--- src/hw/rtl/nllp_pkg.sv ---
// shared constants, types and helpers for the numbered list line parser
package nllp_pkg;

	localparam int MAX_INDEX = 1024;
	localparam int IDX_W = 11;
	localparam int ADDR_W = $clog2(MAX_INDEX);
	localparam int EPOCH_W = 8;
	localparam int EPOCH_MAX = (1 << EPOCH_W) - 1;
	localparam int Q_DEPTH = 4;
	localparam int QPTR_W = $clog2(Q_DEPTH);
	localparam int QCNT_W = $clog2(Q_DEPTH + 1);

	localparam logic [7:0] CH_LF = 8'h0a;
	localparam logic [7:0] CH_VT = 8'h0b;
	localparam logic [7:0] CH_FF = 8'h0c;
	localparam logic [7:0] CH_CR = 8'h0d;
	localparam logic [7:0] CH_TAB = 8'h09;
	localparam logic [7:0] CH_SP = 8'h20;
	localparam logic [7:0] CH_DOT = 8'h2e;
	localparam logic [7:0] CH_RPAR = 8'h29;
	localparam logic [7:0] CH_COLON = 8'h3a;
	localparam logic [7:0] CH_BSL = 8'h5c;
	localparam logic [7:0] CH_N = 8'h6e;
	localparam logic [7:0] CH_0 = 8'h30;
	localparam logic [7:0] CH_9 = 8'h39;
	localparam logic [7:0] CH_NUL = 8'h00;

	typedef struct packed {
		logic [IDX_W-1:0] index;
		logic [7:0] data;
		logic done;
	} res_t;

	typedef struct packed {
		logic [1:0] n;
		res_t [1:0] r;
	} res_pair_t;

	typedef struct packed {
		logic wr_en;
		logic [ADDR_W-1:0] wr_addr;
		logic [ADDR_W-1:0] rd_addr;
		logic clear;
	} seen_ctl_t;

	typedef struct packed {
		logic busy;
		logic hit;
	} seen_sts_t;

	function automatic res_t nllp_mk(logic [IDX_W-1:0] index, logic [7:0] data, logic done);
		res_t r;
		r.index = index;
		r.data = data;
		r.done = done;
		return r;
	endfunction

endpackage

--- src/hw/rtl/nllp_outq.sv ---
// small result queue taking up to two words per cycle
module nllp_outq (
	input logic clk,
	input logic arst_n,
	input logic push,
	input nllp_pkg::res_pair_t pair,
	output logic room,
	output logic out_valid,
	input logic out_stall,
	output logic [nllp_pkg::IDX_W-1:0] item_index,
	output logic [7:0] text_byte,
	output logic item_done
);
	import nllp_pkg::*;

	res_t ent_q [Q_DEPTH];
	logic [QPTR_W-1:0] wr_q;
	logic [QPTR_W-1:0] rd_q;
	logic [QCNT_W-1:0] cnt_q;
	logic [1:0] n_eff;
	logic pop;

	assign n_eff = push ? pair.n : 2'd0;
	assign pop = out_valid && !out_stall;
	assign room = cnt_q <= QCNT_W'(Q_DEPTH - 2);

	always_ff @(posedge clk) begin
		if (n_eff != 2'd0) begin
			ent_q[wr_q] <= pair.r[0];
		end
		if (n_eff == 2'd2) begin
			ent_q[wr_q + QPTR_W'(1)] <= pair.r[1];
		end
	end

	always_ff @(posedge clk or negedge arst_n) begin
		if (!arst_n) begin
			wr_q <= '0;
			rd_q <= '0;
			cnt_q <= '0;
		end else begin
			wr_q <= wr_q + QPTR_W'(n_eff);
			rd_q <= rd_q + QPTR_W'(pop);
			cnt_q <= cnt_q + QCNT_W'(n_eff) - QCNT_W'(pop);
		end
	end

	assign out_valid = cnt_q != '0;
	assign item_index = ent_q[rd_q].index;
	assign text_byte = ent_q[rd_q].data;
	assign item_done = ent_q[rd_q].done;

endmodule

--- config.mk ---
export PLATFORM = sky130hd
export DESIGN_NAME = nllp_outq
export DESIGN_NICKNAME = d
export VERILOG_FILES = /design/src/hw/rtl/nllp_pkg.sv /design/src/hw/rtl/nllp_outq.sv
export SDC_FILE = /design/constraint.sdc
export NUM_CORES = 1
export LEC_CHECK = 0
export ABC_CLOCK_PERIOD_IN_PS = 2100
export BUFFER_PORTS_ARGS = -buffer_cell sky130_fd_sc_hd__buf_4
export CAP_MARGIN = 20
export CELL_PAD_IN_SITES_DETAIL_PLACEMENT = 0
export CELL_PAD_IN_SITES_GLOBAL_PLACEMENT = 1
export CORE_AREA = 3 3 100 102
export CTS_CLUSTER_DIAMETER = 40
export DETAILED_ROUTE_END_ITERATION = 7
export DIE_AREA = 0 0 103 105
export PLACE_DENSITY = 0.85
export SLEW_MARGIN = 30
export SYNTH_ARGS = -nofsm -noshare
export SYNTH_HDL_FRONTEND = slang
export SYNTH_SLANG_ARGS = --single-unit
--- constraint.sdc ---
create_clock -name clk -period 2.1 [get_ports clk]
set_input_delay 0.42 -clock clk [delete_from_list [all_inputs] [get_ports clk]]
set_output_delay 0.42 -clock clk [all_outputs]
set_load 0.02 [all_outputs]
==> impl_metrics.py <==
metrics = {
    "synthesis": {
        "netlist_area_um2": 4370,
        "syn_inst": 240,
        "yosysSeqAreaShare_pct": 59.0,
        "yosys_warnings": 0,
        "synth-seq-cells": 87,
        "syn-num-nets": 290,
        "avgSynthCellArea_um2": 18.2,
        "ys_types": 25,
    },
    "place": {
        "dp_hpwl_mm": 5.75,
        "gp_congestion": 0.754,
        "io_buffers": 67,
        "post-place-ws_ns": 0.145,
    },
    "clock_network": {
        "clk_pin_slew_ns": 0.08,
        "cts_tree": "yes",
        "clock-sinks": 87,
        "clk_latency_ns": 0.35,
        "cts-root-buf": "clkbuf_8",
        "numCtsBuffers": 9,
        "clockBufferDepth": 2,
        "cts_max_level": 3,
    },
    "power": {
        "leakagePower_nw": 2.02,
        "p_per_area_nw_per_um2": 1150,
        "power.total_mw": 6.25,
        "ir_drop_uv": 575,
    },
    "sta": {
        "hold_violations": 0,
        "fin_skew_ns": 0.0117,
        "finalSetupTns_ns": -0.000480,
        "maxSlewHeadroom_pct": 70.8,
        "fmax_ghz": 0.476,
        "fin_crit_ns": 2.10,
        "finalSetupViolCount": 1,
        "fin_ws_ns": -0.000480,
        "post-route-period-util_pct": 100,
        "worst_pin_slew_ns": 0.438,
        "rsz0062_at_grt": "yes",
        "drv_slew": 0,
    },
    "critical_path": {
        "crit_type": "reg2out",
        "crit_arrival_ns": 1.68,
        "cp-startpoint": "rd_q[0]",
        "crit_fanout": 7,
        "r2r-end": "cnt_q[2]",
        "required_ns": 1.68,
        "start_kind": "flip-flop",
        "rrSetupSlack_ns": 0.20,
        "reg2reg_from": "cnt_q[2]",
        "r2r_cells": 8,
        "endpoint": "item_done",
        "endpoint_kind": "output pin",
    },
    "cells_and_area": {
        "fin_nets": 374,
        "insertedDiodeCount": 0,
        "final_util_pct": 58.9,
        "fillerInstances": 691,
        "drive_gt1_share_pct": 63.8,
        "final_common_cell": "edfxtp_1",
        "final_cell_mix": "edfxtp_1, buf_4, mux2_2, mux2_4, mux4_2",
        "syn_to_final_growth_pct": 24.1,
    },
    "drt": {
        "drtIter0Drc": 103,
        "via_count": 2448,
        "ant_nets": 0,
        "viasPerCell": 5.56,
        "first_pass_iters": 6,
        "routed_wirelength_mm": 8.79,
        "drc": 0,
        "wl_per_cell_um": 20.0,
    },
    "hold_path": {
        "hp-class": "in2reg",
    },
    "floorplan": {
        "ioPinCount": 68,
        "rows": 35,
        "die_w_um": 103,
        "initial_utilization_pct": 47.5,
        "die-area_um2": 10800,
        "die-height_um": 105,
        "coreArea_um2": 9200,
    },
    "global_routing": {
        "grt_max_degree": 21,
        "grt_pass1_vias": 2637,
        "grt_pass1_wl_mm": 13.9,
        "antenna_found_initial": 0,
        "grt_use_total_pct": 17.1,
        "overflow": 0,
    },
    "run_status": {
        "violations": "negative setup slack",
        "outcome": "complete, but fails checks",
    },
    "flow_run": {
        "maxCapViolations": 0,
    },
}
-- final cells by class --
cell class                      count  area, µm²  area share (%)
Clock inverter                      5       57.6            1.06
Timing Repair Buffer               87        774            14.3
Inverter                            5       18.8           0.346
Sequential cell                    87       2580            47.6
Multi-Input combinational cell    134       1710            31.6
Clock buffer                       11        141            2.61
Tap cell                          111        139            2.56
-- metrics by stage --
stage | hold slack [ns] | cell area (µm²) | cells
2_1_floorplan | 0.124 | 4370 | 240
3_3_place_gp | 0.238 | 5110 | 421
3_5_place_dp | 0.238 | 5110 | 421
4_1_cts | 0.366 | 5340 | 438
5_1_grt | 0.363 | 5420 | 440
6_report | 0.380 | 5420 | 440
-- worst min-delay path by stage --
stage	cells past startpoint	to	slack, ns	start
after detailed placement	1	cnt_q[2]	0.24	arst_n
after floorplan	0	cnt_q[0]	0.12	arst_n
after global routing	2	ent_q[3][14]	0.36	pair[14]
after CTS	3	rd_q[1]	0.37	out_stall
after global placement	1	cnt_q[0]	0.24	arst_n
final	3	rd_q[1]	0.38	out_stall
-- critical path, stage by stage, from the launching register on --
cell and delay [ns]:
dfrtp_2 0.46, clkbuf_16 0.20, mux4_2 0.53, buf_6 0.15
-- metal layers --
layer,GRT usage [%],vias up,wire length [µm]
li1,-,1124,-
met1,21.1,1238,3620
met2,29.6,73,4640
met3,3.14,13,392
met4,6.29,0,138
met5,0,-,0
-- logic make-up after synthesis --
logic type | after synthesis | synth area share [%]
simple gates | 19 | 2.55
fa+ha+maj | 4 | 1.32
xor+xnor | 7 | 1.40
mux | 101 | 32.9
flops | 87 | 59.0
buf+inv | 19 | 2.38
compound gates | 3 | 0.458
-- registers in the layout, summed over array words and instances (netlist names) --
signal  count
cnt_q       3
ent_q      80
rd_q        2
wr_q        2
-- cell usage after synthesis --
| master | n | area (µm²) |
|---|---|---|
| o21a_1 | 2 | 15.0 |
| buf_4 | 2 | 15.0 |
| and2_1 | 1 | 6.26 |
| and4bb_2 | 1 | 12.5 |
| mux2_2 | 61 | 687 |
| nor4_1 | 1 | 6.26 |
| nor3_1 | 5 | 25.0 |
| dfrtp_1 | 7 | 175 |
| or4_4 | 1 | 11.3 |
| nor2_1 | 4 | 15.0 |
| mux4_2 | 20 | 450 |
| buf_2 | 8 | 40.0 |
| nor3b_1 | 2 | 15.0 |
| fa_1 | 1 | 20.0 |
| edfxtp_1 | 80 | 2400 |
| clkbuf_1 | 2 | 7.51 |
| xnor2_1 | 2 | 17.5 |
| a21oi_1 | 1 | 5.00 |
| nand2_1 | 3 | 11.3 |
| buf_6 | 2 | 22.5 |
| inv_1 | 5 | 18.8 |
| mux2_4 | 20 | 300 |
| xor2_1 | 5 | 43.8 |
| ha_1 | 3 | 37.5 |
| nor4b_1 | 1 | 8.76 |
-- power breakdown --
part           switching [mW]  internal (mW)  leakage, nW
clock                   0.589          0.581       0.0916
sequential              0.118           2.28        0.815
combinational            1.29           1.39         1.12
-- repair_timing --
| action | CTS | global route |
|---|---|---|
| buffers inserted | 0 | 1 |
| resized for setup | 4 | 14 |
| gates cloned | 0 | 1 |
| hold buffers | 1 | 0 |
| endpoints found under the hold margin | 7 | 0 |
| endpoints found under the setup margin | 4 | 19 |
Power figures use the tool's default switching activity.
