[src/hw/rtl/nllp_pkg.sv]
// shared constants, types and helpers for the numbered list line parser
package nllp_pkg;

	localparam int MAX_INDEX = 1024;
	localparam int IDX_W = 11;
	localparam int ADDR_W = $clog2(MAX_INDEX);
	localparam int EPOCH_W = 8;
	localparam int EPOCH_MAX = (1 << EPOCH_W) - 1;
	localparam int Q_DEPTH = 4;
	localparam int QPTR_W = $clog2(Q_DEPTH);
	localparam int QCNT_W = $clog2(Q_DEPTH + 1);

	localparam logic [7:0] CH_LF = 8'h0a;
	localparam logic [7:0] CH_VT = 8'h0b;
	localparam logic [7:0] CH_FF = 8'h0c;
	localparam logic [7:0] CH_CR = 8'h0d;
	localparam logic [7:0] CH_TAB = 8'h09;
	localparam logic [7:0] CH_SP = 8'h20;
	localparam logic [7:0] CH_DOT = 8'h2e;
	localparam logic [7:0] CH_RPAR = 8'h29;
	localparam logic [7:0] CH_COLON = 8'h3a;
	localparam logic [7:0] CH_BSL = 8'h5c;
	localparam logic [7:0] CH_N = 8'h6e;
	localparam logic [7:0] CH_0 = 8'h30;
	localparam logic [7:0] CH_9 = 8'h39;
	localparam logic [7:0] CH_NUL = 8'h00;

	typedef struct packed {
		logic [IDX_W-1:0] index;
		logic [7:0] data;
		logic done;
	} res_t;

	typedef struct packed {
		logic [1:0] n;
		res_t [1:0] r;
	} res_pair_t;

	typedef struct packed {
		logic wr_en;
		logic [ADDR_W-1:0] wr_addr;
		logic [ADDR_W-1:0] rd_addr;
		logic clear;
	} seen_ctl_t;

	typedef struct packed {
		logic busy;
		logic hit;
	} seen_sts_t;

	function automatic res_t nllp_mk(logic [IDX_W-1:0] index, logic [7:0] data, logic done);
		res_t r;
		r.index = index;
		r.data = data;
		r.done = done;
		return r;
	endfunction

endpackage

[src/hw/rtl/nllp_parse.sv]
// line parser state and per-byte result generation
module nllp_parse (
	input logic clk,
	input logic arst_n,
	input logic step,
	input logic [7:0] c,
	input logic eor,
	input logic seen_hit,
	output nllp_pkg::res_pair_t res,
	output nllp_pkg::seen_ctl_t ctl
);
	import nllp_pkg::*;

	typedef enum logic [2:0] {
		PH_LEAD,
		PH_DIGITS,
		PH_SKIP,
		PH_TEXT,
		PH_DROP
	} phase_t;

	phase_t phase_q, phase_d;
	logic [IDX_W-1:0] idx_q, idx_d;
	logic big_q, big_d;
	logic pcr_q, pcr_d;
	logic pb_q, pb_d;

	logic [1:0] n;
	logic go;
	logic is_digit;
	logic is_ws;
	logic is_punct;
	logic is_lead_ws;
	logic [13:0] prod;

	always_comb begin
		phase_d = phase_q;
		idx_d = idx_q;
		big_d = big_q;
		pcr_d = pcr_q;
		pb_d = pb_q;
		n = 2'd0;
		go = 1'b0;
		res = '0;
		ctl.wr_en = 1'b0;
		ctl.clear = 1'b0;
		ctl.wr_addr = ADDR_W'(idx_q - IDX_W'(1));

		is_digit = (c >= CH_0) && (c <= CH_9);
		is_ws = (c == CH_SP) || (c == CH_TAB);
		is_punct = (c == CH_DOT) || (c == CH_RPAR) || (c == CH_COLON);
		is_lead_ws = is_ws || (c == CH_VT) || (c == CH_FF) || (c == CH_CR);
		prod = {3'b000, idx_q} * 14'd10 + {10'd0, c[3:0]};

		if (eor || (c == CH_LF)) begin
			if ((phase_q == PH_SKIP) || (phase_q == PH_TEXT)) begin
				if (pb_q) begin
					res.r[n[0]] = nllp_mk(idx_q, CH_BSL, 1'b0);
					n = n + 2'd1;
				end
				res.r[n[0]] = nllp_mk(idx_q, CH_NUL, 1'b1);
				n = n + 2'd1;
			end
			pb_d = 1'b0;
			pcr_d = 1'b0;
			phase_d = PH_LEAD;
			ctl.clear = eor;
		end else begin
			unique case (phase_q)
				PH_LEAD: begin
					if (is_digit) begin
						idx_d = {7'd0, c[3:0]};
						big_d = 1'b0;
						phase_d = PH_DIGITS;
					end else if (!is_lead_ws) begin
						phase_d = PH_DROP;
					end
				end
				PH_DIGITS: begin
					if (is_digit) begin
						if (!big_q) begin
							idx_d = prod[IDX_W-1:0];
							if (prod > 14'(MAX_INDEX)) begin
								big_d = 1'b1;
							end
						end
					end else if (is_punct || is_ws) begin
						if (!big_q && (idx_q != '0) && !seen_hit) begin
							ctl.wr_en = 1'b1;
							pb_d = 1'b0;
							pcr_d = 1'b0;
							phase_d = PH_SKIP;
						end else begin
							phase_d = PH_DROP;
						end
					end else begin
						phase_d = PH_DROP;
					end
				end
				PH_SKIP, PH_TEXT: begin
					if (!((phase_q == PH_SKIP) && is_ws)) begin
						phase_d = PH_TEXT;
						if (pb_q) begin
							pb_d = 1'b0;
							if (c == CH_N) begin
								res.r[n[0]] = nllp_mk(idx_q, CH_LF, 1'b0);
								n = n + 2'd1;
							end else begin
								res.r[n[0]] = nllp_mk(idx_q, CH_BSL, 1'b0);
								n = n + 2'd1;
								go = 1'b1;
							end
						end else begin
							if (pcr_q) begin
								pcr_d = 1'b0;
								res.r[n[0]] = nllp_mk(idx_q, CH_CR, 1'b0);
								n = n + 2'd1;
							end
							go = 1'b1;
						end
						if (go) begin
							if (c == CH_BSL) begin
								pb_d = 1'b1;
							end else if (c == CH_CR) begin
								pcr_d = 1'b1;
							end else begin
								res.r[n[0]] = nllp_mk(idx_q, c, 1'b0);
								n = n + 2'd1;
							end
						end
					end
				end
				default: begin
					phase_d = PH_DROP;
				end
			endcase
		end

		res.n = n;
		if (!step) begin
			res.n = 2'd0;
			ctl.wr_en = 1'b0;
			ctl.clear = 1'b0;
		end
		// read ahead at the index the next byte will see
		ctl.rd_addr = step ? ADDR_W'(idx_d - IDX_W'(1)) : ADDR_W'(idx_q - IDX_W'(1));
	end

	always_ff @(posedge clk or negedge arst_n) begin
		if (!arst_n) begin
			phase_q <= PH_LEAD;
			idx_q <= '0;
			big_q <= 1'b0;
			pcr_q <= 1'b0;
			pb_q <= 1'b0;
		end else if (step) begin
			phase_q <= phase_d;
			idx_q <= idx_d;
			big_q <= big_d;
			pcr_q <= pcr_d;
			pb_q <= pb_d;
		end
	end

endmodule

[config.mk]
export PLATFORM = sky130hd
export DESIGN_NAME = nllp_parse
export DESIGN_NICKNAME = d
export VERILOG_FILES = /design/src/hw/rtl/nllp_pkg.sv /design/src/hw/rtl/nllp_parse.sv
export SDC_FILE = /design/constraint.sdc
export NUM_CORES = 1
export LEC_CHECK = 0
export ABC_AREA = 1
export BUFFER_PORTS_ARGS = -buffer_cell sky130_fd_sc_hd__buf_2
export CORE_ASPECT_RATIO = 1.25
export CORE_MARGIN = 2
export CORE_UTILIZATION = 43
export CTS_BUF_LIST = sky130_fd_sc_hd__clkbuf_8
export DETAILED_ROUTE_END_ITERATION = 8
export PLACE_DENSITY = 0.65
export SETUP_SLACK_MARGIN = 0.4
export SYNTH_ARGS = -nofsm -noshare
export SYNTH_HDL_FRONTEND = slang
export SYNTH_SLANG_ARGS = --single-unit
[constraint.sdc]
create_clock -name clk -period 2.72 [get_ports clk]
set_clock_uncertainty 0.15 [all_clocks]
set_input_delay 0.272 -clock clk [delete_from_list [all_inputs] [get_ports clk]]
set_output_delay 0.272 -clock clk [all_outputs]
set_load 0.005 [all_outputs]
==> run_results.csv, run 1 <==
group,metric,value,unit
critical_path,cp_max_fo,3,
global_route,grt.met3_usage,0.0309,
cells_and_area,area.growth.synth_to_final,68.1,%
sta,setup_violations,12,
critical_path,r2r-start,"idx_q[3]",
cells_and_area,nets,789,
critical_path,reg2reg_slack,-0.56,ns
global_route,antenna_found_initial,0,
routing,wl_per_cell,16.0,um
critical_path,crit_arrival,3.02,ns
critical_path,required,2.30,ns
synth,yosys-top-cells-area,"nand2_1 19%, dfrtp_1 13%, ha_1 9.4%",
global_route,grt-busiest-layer,"met2",
placed_design,post-dp-hpwl,9250,um
synth,postSynthAreaPerCell,5.85,um^2
placed_design,post-place-ws,-0.437,ns
placed_design,gp_congestion,0.968,
cells_and_area,layout-drive-gt1-share,0.509,
hold_path,hold_class,"in2async",
cells_and_area,num_antenna_cells,0,
cells_and_area,final_util,0.750,
routing,ant_nets,0,
synth,netlist_top_cells_count,"165 x nand2_1, 70 x inv_1, 60 x nor2_1",
synth,ys_ff_latch,17,
cells_and_area,fin_cells,840,
routing,finalWirelength,13400,um
outcome,outcome,"finished, violations left",
global_route,grt_use_total,0.298,
flow_run,drv_cap,0,
routing,drc,0,
sta,fin_setup_tns,-4.84,ns
floorplan,pin_count,77,
floorplan,fp.dieW,82.6,um
clocking,numCtsBuffers,3,
synth,async_flop_share,1.00,
critical_path,reg2reg_depth,20,
power_and_ir_drop,powerDensity,565,nW/um^2
power_and_ir_drop,peakVddDrop,0.367,mV
routing,firstDrtPassIters,5,
synth,yosys_warnings,0,
clocking,cts_tree,"yes",
critical_path,crit_chain,"ha_4 > ha_4 > fa_2 > nand2_2 > nor2_2 > nand2_2 > nand2_1 > nand2_2 > nand2_2 > o211ai_1 > a21oi_2 > nand2_1 > nor2_2 > nand3_1 > nand2_1 > nand2_1 > buf_2",
synth,ys_types,42,
critical_path,critPathKind,"reg2out",
global_route,grt_overflow,0,
clocking,cts_sinks,17,
floorplan,initial_core_util,0.446,
floorplan,rows,35,
sta,max_freq,291,MHz
critical_path,critPathSlowestCell,"fa_2",
sta,drv_slew,0,
floorplan,die-area,8450,um^2
global_route,grtUsageMet2,0.560,
placed_design,io_buffers,76,
global_route,grt_pass1_wl,19500,um
synth,yosysMostFrequentCell,"nand2_1",
clocking,htree_num_levels,1,
sta,min_period,3.44,ns
clocking,clk_latency,0.26,ns
critical_path,startpoint_type,"flop",
floorplan,die_h,102,um
floorplan,coreArea,7440,um^2
synth,ys.flop_type,"dfrtp_1",
sta,fin_crit_sh,1.26,
critical_path,cpPeakStageDelay,0.54,ns
sta,rsz0062_at_grt,"yes",
synth,syn_nets,608,
routing,drtIter0Drc,316,
placed_design,dpl.cell_count,788,
critical_path,cp_num_cells,17,
synth,seq_area_frac_synth,0.128,
power_and_ir_drop,p_leak,0.00282,uW
sta,tightestPinTransition,0.603,ns
global_route,grt_util_met1,0.326,
sta,hold_viol,0,
critical_path,r2r_end,"big_q",
global_route,grt_pass1_vias,4337,
sta,fin_ws,-0.721,ns
synth,synth_top_area_frac,0.186,
synth,synthesis.instances,568,
clocking,cts.path.max_buffers,2,
clocking,clkTransAtPathRegs,0.08,ns
critical_path,cp-startpoint,"idx_q[3]",
synth,netlist_area,3320,um^2
critical_path,crit_buf_inv,1,
routing,vias,4643,
routing,routed_via_density,5.53,
clocking,root_buffer,"clkbuf_8",
outcome,violations,"setup timing",
sta,relSlewSlack,0.598,
synth,yosysTopAreaCell,"nand2_1",
critical_path,endpoint_kind,"primary output",
global_route,grt_start_max_net_pins,22,
synth,synth_edf_count,0,
critical_path,crit_family,"adder cells",
-- per-stage QoR --
step	total power (uW)	hold slack, ns	cell area, um^2
after global placement	2390	0.0885	4320
final	3150	0.343	5590
after detailed placement	2430	0.0940	4320
after floorplan	1650	-0.174	3420
after CTS	2920	0.330	5040
after global routing	3410	0.369	5590
-- flip-flops by register name, summed over array words and instances, names as in the netlist --
register	count
big_q	1
pb_q	1
idx_q	11
pcr_q	1
phase_q	3
-- cells in the final DEF (no fill, tap or decap), drive strengths merged, types with 4 or more instances in the layout --
cell / Yosys / layout
a21oi: 21 / 21
o21ai: 33 / 33
dfrtp: 17 / 17
nand4: 12 / 12
nand2: 181 / 181
xor2: 9 / 9
nand3: 47 / 47
nor2: 82 / 82
ha: 25 / 25
buf: 5 / 182
nand3b: 4 / 4
inv: 84 / 84
nor3: 22 / 22
o211ai: 4 / 4
-- logic make-up (layout without fill, tap and decap cells) --
kind of cell,after synthesis,count (layout),share of synthesized area
compound gates,69,69,0.123
simple gates,352,352,0.507
xor+xnor,9,9,0.0237
flops,17,17,0.128
fa+ha+maj,27,27,0.106
buf+inv,94,274,0.112
-- power breakdown --
group / internal [uW] / total [uW] / leakage (uW) / switching (uW)
sequential: 297 / 346 / 0.000210 / 48.8
clock: 101 / 204 / 0.0000269 / 104
combinational: 1120 / 2600 / 0.00258 / 1490
-- how the worst max path moves through the flow --
| stage | end | slack (ns) |
|---|---|---|
| 2_1_floorplan | ctl[9] | -0.14 |
| 3_3_place_gp | ctl[9] | -0.35 |
| 3_5_place_dp | ctl[10] | -0.44 |
| 4_1_cts | ctl[9] | -0.69 |
| 5_1_grt | ctl[9] | -0.89 |
| 6_report | ctl[10] | -0.72 |
-- metal layers --
metal  vias up  part of all wire
met5         -                 0
met4         0             0.045
met3        57             0.047
met2       197              0.54
met1      2187              0.37
li1       2202                 -
-- what timing repair did --
item / CTS / global route
endpoints found under the setup margin: 44 / 64
pin swaps: 50 / 46
cloned: 2 / 0
resized for setup: 118 / 109
hold buffers: 1 / 0
hold endpoints to repair: 17 / 0
buffers inserted: 26 / 19
-- layout make-up --
type,count,area (um^2)
inverter,86,377
fill,541,1860
tap,92,115
sequential,17,433
timing repair inverter,1,7.51
timing repair buffer,183,1340
clock inverter,1,3.75
multi-input combinational,457,3270
clock buffer,3,41.3
No activity file was read; power rests on OpenSTA's default activity.
==> run 2: changes to the inputs <==
--- a/config.mk
+++ b/config.mk
@@ -5,14 +5,14 @@
 export SDC_FILE = /design/constraint.sdc
 export NUM_CORES = 1
 export LEC_CHECK = 0
-export ABC_AREA = 1
+export ABC_AREA = 0
 export BUFFER_PORTS_ARGS = -buffer_cell sky130_fd_sc_hd__buf_2
 export CORE_ASPECT_RATIO = 1.25
 export CORE_MARGIN = 2
 export CORE_UTILIZATION = 43
 export CTS_BUF_LIST = sky130_fd_sc_hd__clkbuf_8
 export DETAILED_ROUTE_END_ITERATION = 8
-export PLACE_DENSITY = 0.65
+export PLACE_DENSITY = 0.71
 export SETUP_SLACK_MARGIN = 0.4
 export SYNTH_ARGS = -nofsm -noshare
 export SYNTH_HDL_FRONTEND = slang
==> run_results.csv, run 2 <==
group,metric,value,unit
sta,min_period,3.79,ns
cells_and_area,num_antenna_cells,0,
synth,syn_nets,455,
cells_and_area,largest_reg_flops,11,
routing,vias,4708,
synth,synth_top_family_by_area,"simple AND/OR/NAND/NOR gates",
power_and_ir_drop,pwr-share-comb,0.818,
cells_and_area,layout_common_cells,"114 x buf_4, 56 x buf_2, 48 x buf_6, 30 x nor2_1, 25 x a21oi_1",
placed_design,io_buffers,76,
floorplan,fp.dieW,80.7,um
synth,ys.flop_type,"dfrtp_1",
critical_path,endpoint_kind,"primary output",
synth,synth_xor_area_frac,0.0858,
cells_and_area,fill_cells,360,
floorplan,die-area,8070,um^2
power_and_ir_drop,peakVddDrop,0.284,mV
sta,relSlewSlack,0.542,
clocking,cts_sinks,17,
clocking,clkTransAtPathRegs,0.09,ns
synth,synthSimpleGateAreaFrac,0.351,
cells_and_area,layout-drive-gt1-share,0.595,
routing,finalWirelength,16600,um
synth,synth_edf_count,0,
global_route,grt_pass1_wl,21200,um
synth,ys_types,75,
clocking,cts.path.max_buffers,2,
clocking,htree_num_levels,1,
synth,synth_top_area_frac,0.134,
routing,firstDrtPassIters,6,
sta,fin_crit_sh,1.39,
sta,rsz0062_at_grt,"yes",
synth,postSynthAreaPerCell,7.62,um^2
cells_and_area,final_common_cell,"buf_4",
clocking,clk_latency,0.28,ns
clocking,numCtsBuffers,3,
critical_path,cp_max_fo,4,
critical_path,required,2.30,ns
critical_path,startpoint_type,"flop",
cells_and_area,area.growth.synth_to_final,83.4,%
synth,yosys-top-cells-area,"dfrtp_1 13%, ha_1 9.9%, and2_1 6.5%",
hold_path,hold_class,"in2reg",
floorplan,coreArea,7060,um^2
routing,routed_via_density,6.58,
power_and_ir_drop,switching_share,0.474,
synth,yosys_warnings,0,
synth,synth_fa_ha_area_frac,0.112,
power_and_ir_drop,p_seq_frac,0.107,
critical_path,critPathKind,"reg2out",
cells_and_area,nets,666,
routing,drtIter0Drc,463,
synth,synth-compound-area-share,0.248,
sta,tightestPinTransition,0.685,ns
synth,netlist_top_cells_count,"43 x nor2_1, 33 x and2_1, 30 x a21oi_1, 30 x nand2_1, 25 x ha_1",
routing,wl_per_cell,23.2,um
global_route,grt-busiest-layer,"met2",
clocking,root_buffer,"clkbuf_8",
synth,synth_mux_area_frac,0.0241,
sta,fin_ws,-1.07,ns
flow_run,drv_cap,0,
global_route,grt_pass1_vias,4274,
cells_and_area,reg.largest.list,"idx_q (11), phase_q (3)",
synth,netlist_area,3160,um^2
synth,ys_ff_latch,17,
synth,yosysMostFrequentCell,"nor2_1",
clocking,cts_tree,"yes",
global_route,grt.met3_usage,0.0621,
global_route,antenna_found_initial,0,
placed_design,post-dp-hpwl,8620,um
sta,drv_slew,0,
power_and_ir_drop,powerDensity,500,nW/um^2
cells_and_area,final_util,0.822,
sta,setup_violations,54,
global_route,grt_util_met1,0.362,
synth,async_flop_share,1.00,
sta,fin_hold_ws,0.305,ns
floorplan,initial_core_util,0.448,
critical_path,crit_arrival,3.37,ns
global_route,grtUsageMet2,0.603,
synth,seq_area_frac_synth,0.134,
outcome,violations,"setup timing",
floorplan,die_h,99.9,um
floorplan,rows,34,
sta,hold_viol,0,
floorplan,pin_count,77,
power_and_ir_drop,p_leak,0.00270,uW
routing,drc,0,
global_route,grt_start_max_net_pins,24,
power_and_ir_drop,clkPwrFrac,0.075,
routing,ant_nets,0,
power_and_ir_drop,p_switching,1380,uW
synth,synthesis.instances,415,
global_route,grt_use_total,0.338,
cells_and_area,largest_register,"idx_q",
sta,max_freq,264,MHz
outcome,outcome,"finished, violations left",
power_and_ir_drop,power.internal,1530,uW
global_route,grt_overflow,0,
synth,yosysTopAreaCell,"dfrtp_1",
placed_design,gp_congestion,0.936,
run 2: cell count changes in the layout (fill, tap and decap cells not counted), moves of 13 or more:
cell,before,now
nor2_4,31,8
and2_4,1,17
buf_6,29,48
and2_1,0,16
nand2_1,148,20
inv_2,14,0
buf_4,79,114
nand3_1,32,5
buf_2,71,56
a21oi_1,12,25
inv_1,57,12
run 2: layer usage:
metal / wire (um) / part of all wire
met5: 0 / 0
met4: 1490 / 0.090
met3: 1430 / 0.086
met2: 8350 / 0.50
met1: 5310 / 0.32
run 2: power groups by stage:
stage	clock (uW)	combinational, uW	sequential [uW]
2_1_floorplan	0	814	334
3_3_place_gp	0	1440	305
3_5_place_dp	0	1470	307
4_1_cts	209	1800	305
5_1_grt	229	2480	312
6_report	218	2370	310
run 2: logic make-up (layout without fill, tap and decap cells):
kind of cell | Yosys count | in the layout
XOR/XNOR | 31 | 31
multiplexers | 7 | 7
adder cells (fa/ha/maj) | 27 | 27
AND/OR/NAND/NOR | 191 | 191
AO/OA/AOI/OAI | 109 | 110
flip-flops | 17 | 17
buffers and inverters | 33 | 242
run 2: final cells by class:
type                            instances  area [um^2]  area share
Timing Repair Buffer                  225         1780       0.307
Multi-Input combinational cell        366         3380       0.582
Clock inverter                          1         5.00    0.000862
Inverter                               13         51.3     0.00884
Tap cell                               90          113      0.0194
Clock buffer                            3         41.3     0.00712
Sequential cell                        17          432      0.0744
run 2: metrics by stage:
step | area (um^2) | setup TNS (ns) | instances | setup slack, ns | total power [uW]
floorplan | 3210 | -1.42 | 415 | -0.471 | 1150
global placement | 4310 | -3.70 | 655 | -0.573 | 1740
detailed placement | 4310 | -4.20 | 655 | -0.655 | 1770
CTS | 5150 | -7.54 | 697 | -0.868 | 2310
global route | 5800 | -17.98 | 715 | -1.14 | 3020
finish | 5800 | -14.25 | 715 | -1.07 | 2900
run 2: path summary, 6_finish.rpt:
path | end | from | slack (ns) | cells after the start
max in group asynchronous | idx_q[3] | arst_n | 1.73 | 2
min in group asynchronous | pb_q | arst_n | 0.32 | 2
worst min register to register | pcr_q | pcr_q | 0.43 | 2
worst max-delay path | ctl[10] | idx_q[2] | -1.07 | 12
worst max register to register | big_q | idx_q[2] | -0.76 | 15
worst min-delay path | idx_q[2] | step | 0.30 | 3
run 2: worst max-delay path, cell delays in order, from the launching register on:
cell     delay (ns)
dfrtp_2        0.47
ha_2           0.21
ha_4           0.16
fa_2           0.54
nand2_2        0.06
or2_4          0.25
nor4b_4        0.32
xor2_1         0.17
a21o_1         0.24
nor4_2         0.26
xor2_1         0.19
a21oi_1        0.08
buf_2          0.13
run 2: timing repair:
action                                  4_1_cts  5_1_grt
hold buffers                                  1        0
gates resized for setup                     113      105
pin swaps                                    60       47
gates cloned                                  2        0
endpoints found under the hold margin        17        0
buffers inserted                             35       18
endpoints found under the setup margin       62       69
